## config.mk

```make
export PLATFORM = sky130hd
export DESIGN_NAME = single_wire_sensor_reader_unit
export DESIGN_NICKNAME = d
export VERILOG_FILES = /design/src/design/swsr_pkg.sv /design/src/design/swsr_core.sv /design/src/design/single_wire_sensor_reader_unit.sv
export SDC_FILE = /design/constraint.sdc
export NUM_CORES = 1
export LEC_CHECK = 0
export BUFFER_PORTS_ARGS = -buffer_cell sky130_fd_sc_hd__buf_2
export CORE_AREA = 5 5 108 99
export CTS_CLUSTER_SIZE = 14
export DETAILED_ROUTE_END_ITERATION = 8
export DIE_AREA = 0 0 113 104
export PLACE_DENSITY = 0.79
export SLEW_MARGIN = 20
export SYNTH_ARGS = -nofsm -noshare
export SYNTH_HDL_FRONTEND = slang
export SYNTH_SLANG_ARGS = --single-unit
```

## constraint.sdc

```tcl
create_clock -name clk -period 3.95 [get_ports clk]
set_input_delay 0.1975 -clock clk [delete_from_list [all_inputs] [get_ports clk]]
set_output_delay 0.1975 -clock clk [all_outputs]
set_load 0.01 [all_outputs]
```

## src/design/swsr_pkg.sv

```systemverilog
`timescale 1ns / 1ps

package swsr_pkg;

  // Bits in one decoded byte.
  localparam int unsigned BITS_PER_BYTE = 8;
  localparam int unsigned BIT_IDX_W     = $clog2(BITS_PER_BYTE);
  localparam int unsigned BYTE_IDX_W    = 3;
  localparam int unsigned TICK_W        = 16;
  localparam logic [TICK_W-1:0] TICK_MAX = {TICK_W{1'b1}};

  // Largest byte count a read may ask for.
  localparam logic [3:0] MAX_BYTES = 4'd8;

  // Configuration register indexes.
  localparam logic [2:0] CFG_START_LOW  = 3'd0;
  localparam logic [2:0] CFG_START_HIGH = 3'd1;
  localparam logic [2:0] CFG_TIMEOUT    = 3'd2;
  localparam logic [2:0] CFG_THRESHOLD  = 3'd3;
  localparam logic [2:0] CFG_BYTES      = 3'd4;

  typedef enum logic [6:0] {
    PH_IDLE       = 7'b0000001,
    PH_START_LOW  = 7'b0000010,
    PH_START_HIGH = 7'b0000100,
    PH_RESP_LOW   = 7'b0001000,
    PH_RESP_HIGH  = 7'b0010000,
    PH_BIT_GAP    = 7'b0100000,
    PH_BIT_HIGH   = 7'b1000000
  } phase_t;

  typedef struct packed {
    logic [15:0] start_low_ticks;
    logic [7:0]  start_high_ticks;
    logic [7:0]  response_timeout;
    logic [7:0]  one_threshold;
    logic [3:0]  bytes_per_read;
  } cfg_t;

  typedef struct packed {
    logic       drive_low;
    logic       busy_res;
    logic [7:0] byte_value;
    logic       byte_valid;
    logic       last_byte;
    logic       fail;
  } result_t;

endpackage

```

## src/design/swsr_core.sv

```systemverilog
`timescale 1ns / 1ps

module swsr_core (
  input  logic             clk,
  input  logic             rst_n,
  input  logic             step,
  input  logic             start_request,
  input  logic             line_level,
  input  swsr_pkg::cfg_t   cfg,
  output swsr_pkg::result_t res
);
  import swsr_pkg::*;

  phase_t                phase_r,      phase_nxt;
  logic [TICK_W-1:0]     tick_r,       tick_nxt;
  logic [BIT_IDX_W-1:0]  bit_index_r,  bit_index_nxt;
  logic [7:0]            shift_r,      shift_nxt;
  logic [BYTE_IDX_W-1:0] byte_index_r, byte_index_nxt;

  logic [TICK_W-1:0] tick_inc;
  logic [TICK_W-1:0] timeout_ext;
  logic [3:0]        bytes_eff;
  logic              bit_val;
  logic [7:0]        shift_new;
  logic              wait_level;
  logic              is_last;

  always_comb begin
    tick_inc    = (tick_r == TICK_MAX) ? tick_r : tick_r + 1'b1;
    timeout_ext = {{(TICK_W-8){1'b0}}, cfg.response_timeout};
    if (cfg.bytes_per_read == 4'd0) begin
      bytes_eff = 4'd1;
    end else if (cfg.bytes_per_read > MAX_BYTES) begin
      bytes_eff = MAX_BYTES;
    end else begin
      bytes_eff = cfg.bytes_per_read;
    end
    bit_val    = tick_r > {{(TICK_W-8){1'b0}}, cfg.one_threshold};
    shift_new  = {shift_r[6:0], bit_val};
    // The response-high phase ends on a low level, the others on a high level.
    wait_level = (phase_r != PH_RESP_HIGH);
    is_last    = ({1'b0, byte_index_r} + 4'd1) >= bytes_eff;
  end

  always_comb begin
    phase_nxt      = phase_r;
    tick_nxt       = tick_r;
    bit_index_nxt  = bit_index_r;
    shift_nxt      = shift_r;
    byte_index_nxt = byte_index_r;
    res            = '0;
    res.busy_res   = 1'b1;

    unique case (phase_r)
      PH_START_LOW: begin
        res.drive_low = 1'b1;
        tick_nxt      = tick_inc;
        if (tick_inc >= cfg.start_low_ticks) begin
          tick_nxt  = '0;
          phase_nxt = (cfg.start_high_ticks == 8'd0) ? PH_RESP_LOW : PH_START_HIGH;
        end
      end
      PH_START_HIGH: begin
        tick_nxt = tick_inc;
        if (tick_inc >= {{(TICK_W-8){1'b0}}, cfg.start_high_ticks}) begin
          tick_nxt  = '0;
          phase_nxt = PH_RESP_LOW;
        end
      end
      PH_RESP_LOW, PH_RESP_HIGH, PH_BIT_GAP: begin
        if (line_level == wait_level) begin
          if (phase_r == PH_RESP_LOW) begin
            phase_nxt = PH_RESP_HIGH;
            tick_nxt  = '0;
          end else if (phase_r == PH_RESP_HIGH) begin
            phase_nxt = PH_BIT_GAP;
            tick_nxt  = '0;
          end else begin
            // The edge tick already counts toward the high pulse.
            phase_nxt = PH_BIT_HIGH;
            tick_nxt  = {{(TICK_W-1){1'b0}}, 1'b1};
          end
        end else begin
          tick_nxt = tick_inc;
          if (tick_inc >= timeout_ext) begin
            res.fail       = 1'b1;
            phase_nxt      = PH_IDLE;
            tick_nxt       = '0;
            bit_index_nxt  = '0;
            shift_nxt      = '0;
            byte_index_nxt = '0;
          end
        end
      end
      PH_BIT_HIGH: begin
        if (line_level) begin
          tick_nxt = tick_inc;
          if (tick_inc >= timeout_ext) begin
            res.fail       = 1'b1;
            phase_nxt      = PH_IDLE;
            tick_nxt       = '0;
            bit_index_nxt  = '0;
            shift_nxt      = '0;
            byte_index_nxt = '0;
          end
        end else begin
          tick_nxt  = '0;
          phase_nxt = PH_BIT_GAP;
          shift_nxt = shift_new;
          if (bit_index_r == BIT_IDX_W'(BITS_PER_BYTE - 1)) begin
            res.byte_valid = 1'b1;
            res.byte_value = shift_new;
            res.last_byte  = is_last;
            bit_index_nxt  = '0;
            shift_nxt      = '0;
            if (is_last) begin
              phase_nxt      = PH_IDLE;
              byte_index_nxt = '0;
            end else begin
              byte_index_nxt = byte_index_r + 1'b1;
            end
          end else begin
            bit_index_nxt = bit_index_r + 1'b1;
          end
        end
      end
      default: begin
        // Idle, and any code that is not a valid phase.
        phase_nxt      = PH_IDLE;
        tick_nxt       = '0;
        bit_index_nxt  = '0;
        shift_nxt      = '0;
        byte_index_nxt = '0;
        if (start_request) begin
          res.drive_low = 1'b1;
          if (cfg.start_low_ticks <= TICK_W'(1)) begin
            phase_nxt = (cfg.start_high_ticks == 8'd0) ? PH_RESP_LOW : PH_START_HIGH;
          end else begin
            tick_nxt  = TICK_W'(1);
            phase_nxt = PH_START_LOW;
          end
        end else begin
          res.busy_res = 1'b0;
        end
      end
    endcase
  end

  always_ff @(posedge clk) begin
    if (!rst_n) begin
      phase_r      <= PH_IDLE;
      tick_r       <= '0;
      bit_index_r  <= '0;
      shift_r      <= '0;
      byte_index_r <= '0;
    end else if (step) begin
      phase_r      <= phase_nxt;
      tick_r       <= tick_nxt;
      bit_index_r  <= bit_index_nxt;
      shift_r      <= shift_nxt;
      byte_index_r <= byte_index_nxt;
    end
  end

  a_fail_to_idle: assert property (@(posedge clk) disable iff (!rst_n)
    step && res.fail |=> phase_r == PH_IDLE && byte_index_r == '0)
    else $error("fail beat did not end the read");

  a_last_to_idle: assert property (@(posedge clk) disable iff (!rst_n)
    step && res.last_byte |=> phase_r == PH_IDLE)
    else $error("last byte did not end the read");

  a_last_needs_byte: assert property (@(posedge clk) disable iff (!rst_n)
    res.last_byte |-> res.byte_valid && !res.fail)
    else $error("last byte flag without a completed byte");

  a_bits_only_in_data: assert property (@(posedge clk) disable iff (!rst_n)
    bit_index_r != '0 |-> phase_r == PH_BIT_GAP || phase_r == PH_BIT_HIGH)
    else $error("bit count left over outside the data phases");

endmodule

```

## src/design/single_wire_sensor_reader_unit.sv

```systemverilog
`timescale 1ns / 1ps

// Single-wire sensor reader: pulse-width decoder for one-wire humidity style sensors.
// Feed one input beat per timer tick (typically one microsecond) on the in_ channel:
// tdata bit 0 requests a read, bit 1 is the sampled data line level. Every input beat
// produces exactly one output beat on the out_ channel, which carries the line drive,
// a busy flag, the decoded byte with its valid strobe, and a fail strobe; out_tlast
// marks the final byte of a read.
// Registered output: a beat accepted at an edge shows on out_ in the next cycle.
// Throughput is one beat per cycle while out_tready is high; the sequencer state and
// the output register both update at the accepting edge, so input beats may arrive
// back to back. When the receiver stalls, the output register holds its beat and
// in_tready stays high only if that beat is being taken in the same cycle, so nothing
// is lost. Users write configuration registers via cfg_ only when idle (unenforced).
// Reset (synchronous, rst_n low) returns the sequencer to idle, empties the output
// register and restores the default timing: a 25000-tick start pulse, 25 ticks high,
// a 100-tick phase timeout, a one-threshold of 50 ticks and five bytes per read.
module single_wire_sensor_reader_unit (
  input  logic        clk,
  input  logic        rst_n,
  input  logic        in_tvalid,
  output logic        in_tready,
  input  logic [7:0]  in_tdata,   // [0] start_request, [1] line_level, [7:2] zero
  output logic        out_tvalid,
  input  logic        out_tready,
  // [0] drive_low, [1] busy_res, [9:2] byte_value, [10] byte_valid, [11] fail,
  // [15:12] zero
  output logic [15:0] out_tdata,
  output logic        out_tlast,  // last_byte
  input  logic        cfg_wr_en,
  input  logic [2:0]  cfg_index,
  input  logic [15:0] cfg_wdata
);
  import swsr_pkg::*;

  cfg_t    cfg_r;
  result_t res;
  logic    accept;
  logic    out_tvalid_r;
  result_t out_res_r;

  // A new beat is taken whenever the output register is empty or being drained.
  assign in_tready = !out_tvalid_r || out_tready;
  assign accept    = in_tvalid && in_tready;

  swsr_core u_core (
    .clk           (clk),
    .rst_n         (rst_n),
    .step          (accept),
    .start_request (in_tdata[0]),
    .line_level    (in_tdata[1]),
    .cfg           (cfg_r),
    .res           (res)
  );

  // Configuration registers.
  always_ff @(posedge clk) begin
    if (!rst_n) begin
      cfg_r.start_low_ticks  <= 16'd25000;
      cfg_r.start_high_ticks <= 8'd25;
      cfg_r.response_timeout <= 8'd100;
      cfg_r.one_threshold    <= 8'd50;
      cfg_r.bytes_per_read   <= 4'd5;
    end else if (cfg_wr_en) begin
      unique case (cfg_index)
        CFG_START_LOW:  cfg_r.start_low_ticks  <= cfg_wdata;
        CFG_START_HIGH: cfg_r.start_high_ticks <= cfg_wdata[7:0];
        CFG_TIMEOUT:    cfg_r.response_timeout <= cfg_wdata[7:0];
        CFG_THRESHOLD:  cfg_r.one_threshold    <= cfg_wdata[7:0];
        CFG_BYTES:      cfg_r.bytes_per_read   <= cfg_wdata[3:0];
        default: ;
      endcase
    end
  end

  // Output register: valid is control state, the payload loads on accept only.
  always_ff @(posedge clk) begin
    if (!rst_n) begin
      out_tvalid_r <= 1'b0;
    end else if (accept) begin
      out_tvalid_r <= 1'b1;
    end else if (out_tready) begin
      out_tvalid_r <= 1'b0;
    end
  end

  always_ff @(posedge clk) begin
    if (accept) begin
      out_res_r <= res;
    end
  end

  assign out_tvalid = out_tvalid_r;
  assign out_tdata  = {4'b0000, out_res_r.fail, out_res_r.byte_valid,
                       out_res_r.byte_value, out_res_r.busy_res, out_res_r.drive_low};
  assign out_tlast  = out_res_r.last_byte;

endmodule
```

==> flow_summary.toml <==
[outcome]
status = "completed"

[cells_and_area]
fin_area_sq_um = 6140
syn_to_final_growth_pct = 11.3
fin_nets = 781
n_fill_cell = 818
drive_gt1_frac = 0.143
diodes = 0

[yosys]
ys_warn_count = 0
synth.largest_area_cell = "dfxtp_1"
synthArstFlopShare = 0
synth_cell_type_count = 65
synth_top_cell_area_share = 0.294
synthMostInstantiatedCell = "nand2_1"
ys_ff_latch = 94
yosys_most_used_dff = "dfxtp_1"
synth_area_leaders = "dfxtp_1 29%, ha_1 11%, nand2_1 7.5%"
ys_top_cells_by_count = "110 x nand2_1, 81 x dfxtp_1, 48 x ha_1"
synth_area_per_cell_sq_um = 8.38
netlist_area_sq_um = 5520
syn_inst = 658
ys_seq_area_frac = 0.365
synth_edf_count = 13

[detailed_routing]
remaining_drc_errors = 0
drt_wl_total_um = 14300
vias_per_cell = 6.10
wl_per_cell_um = 17.2
drtIter0Drc = 318
drt-pass1-iter-count = 5
vias = 5076
ant_nets = 0

[clocking]
cts_tree = "built"
cts_root_buf = "clkbuf_8"
clk_pin_slew_worst_paths_ps = 100
htree_levels = 3
cts_made_buffers = 9
clock-sinks = 94
clock_latency_ps = 370
clk_path_buf_depth = 2

[die]
dieArea_sq_um = 11800
die_w_um = 113
initial_core_util = 0.581
core-area_sq_um = 9490
io_pins = 51
die_y_um = 104
num_rows = 34

[worst_setup_path]
worstPathArrival_ps = 4030
start_kind = "flop"
worstPathRequired_ps = 4220
worstPathMaxFanout = 9
worst-r2r-setup-slack_ps = 200
r2r_cells = 14
r2r-start = "u_core.tick_r[3]"
worstSetupEndpointType = "flop"
r2r-end = "u_core.byte_index_r[1]"
path_class = "flop to flop"

[timing]
hold_slack_ps = 48.7
min_period_ps = 3750
fmaxAchievable_mhz = 266
skew_ps = 13.7
setup_slack_ps = 195
hold_viol_final = 0
fin_crit_sh = 0.951
worstMarginPinSlew_ps = 1030
maxSlewViolCount = 0
setup_viol = 0
tns_ps = 0
slew_headroom = 0.311

[power_and_ir_drop]
power_frac_seq = 0.559
power.switching_mw = 0.492
comb_power_share = 0.084
p_leak_nw = 2.65
ir_worst_vdd_uv = 218
power_density_nw_per_um2 = 292
p_clk_frac = 0.358
intPower_mw = 1.30
power.share.switching = 0.275

[worst_hold_path]
hp-start = "cfg_wdata[14]"
hold_path_depth = 3
whs_endpoint = "cfg_r[42]"
holdCritPathClass = "input port to flop"

[place]
hpwlAfterDp_um = 10600
port_buffers = 40
place.gp.congestion = 0.964
place_area_sq_um = 5910
dp_slack_ps = 130

[global_route]
grt.total_usage = 0.239
grt_max_degree = 38
grt_overflow = 0
grt_antenna_before_repair = 0
grt_pass1_vias = 4761
grt_pass1_wl_um = 23200

[flow_run]
drv_cap = 0
[layer usage]
layer	part of all wire	GRT usage
met5	0	0
met1	0.43	0.338
met4	0.025	0.0893
met2	0.46	0.363
met3	0.085	0.0413
[cells in the final DEF, fill, tap and decap left out, types with 12 or more instances in the layout]
cell	synthesis	final
a21oi_1	44	44
a22o_1	18	18
buf_2	1	40
buf_4	5	19
dfxtp_1	81	81
edfxtp_1	13	13
ha_1	48	48
inv_1	46	46
nand2_1	110	110
nand3_1	13	12
nor2_1	37	36
o211ai_1	18	18
o21ai_0	21	20
[worst max path at each step]
stage | cells past startpoint | to | start
2_1_floorplan | 13 | u_core.phase_r[0] | u_core.tick_r[3]
3_3_place_gp | 15 | u_core.byte_index_r[1] | u_core.tick_r[1]
3_5_place_dp | 15 | u_core.byte_index_r[1] | u_core.tick_r[1]
4_1_cts | 15 | u_core.byte_index_r[1] | u_core.tick_r[1]
5_1_grt | 15 | u_core.byte_index_r[1] | u_core.tick_r[1]
6_report | 14 | u_core.byte_index_r[1] | u_core.tick_r[3]
[repair_timing]
item,in CTS,in global routing
hold buffers,0,0
resized for setup,0,7
setup endpoints to repair,0,31
setup buffers,0,0
[worst max-delay path, stage by stage (launching register included)]
cell,delay (ps)
dfxtp_1,520
nand4_1,220
nor2_1,240
nand3_2,220
nand2b_4,160
nor3_1,60
or2_2,350
ha_1,320
a211oi_1,220
o21ai_0,190
a21o_1,270
nor3_4,250
buf_4,190
o2111ai_1,130
a211oi_1,310
[stage by stage]
step	utilization	instances	power, mW
final	0.647	832	1.79
after global routing	0.647	832	1.85
after CTS	0.643	832	1.79
after detailed placement	0.623	816	1.17
after global placement	0.623	816	1.16
after floorplan	-	661	1.11
[power groups by stage]
| stage | clock network, mW | logic, mW | registers [mW] |
|---|---|---|---|
| 6_report | 0.641 | 0.150 | 1.00 |
| 5_1_grt | 0.686 | 0.164 | 1.00 |
| 3_3_place_gp | 0 | 0.140 | 1.02 |
| 2_1_floorplan | 0 | 0.0881 | 1.02 |
| 4_1_cts | 0.644 | 0.147 | 1.00 |
| 3_5_place_dp | 0 | 0.146 | 1.02 |
[cells by family (layout without fill, tap and decap cells)]
logic type,after synthesis,in the layout,share of synthesized area
buffers and inverters,78,123,0.0567
AND/OR/NAND/NOR,255,255,0.232
AO/OA/AOI/OAI,163,163,0.204
other,1,4,0.000680
multiplexers,7,7,0.0134
XOR/XNOR,12,12,0.0191
adder cells (fa/ha/maj),48,48,0.109
flip-flops,94,94,0.365
[sequential cells by signal, indices dropped and copies added, names as in the netlist]
signal               cells
cfg_r                   44
out_tdata               12
out_tlast                1
out_tvalid               1
u_core.bit_index_r       3
u_core.byte_index_r      3
u_core.phase_r           7
u_core.shift_r           7
u_core.tick_r           16
[cell type report]
| type | instances | area (sq um) | area share |
|---|---|---|---|
| clock buffer | 10 | 138 | 0.0224 |
| clock inverter | 6 | 51.3 | 0.00836 |
| inverter | 47 | 176 | 0.0287 |
| multi-input combinational | 489 | 3240 | 0.528 |
| sequential | 94 | 2010 | 0.328 |
| tap | 126 | 158 | 0.0257 |
| timing repair buffer | 60 | 363 | 0.0591 |
Power figures use the tool's default switching activity.
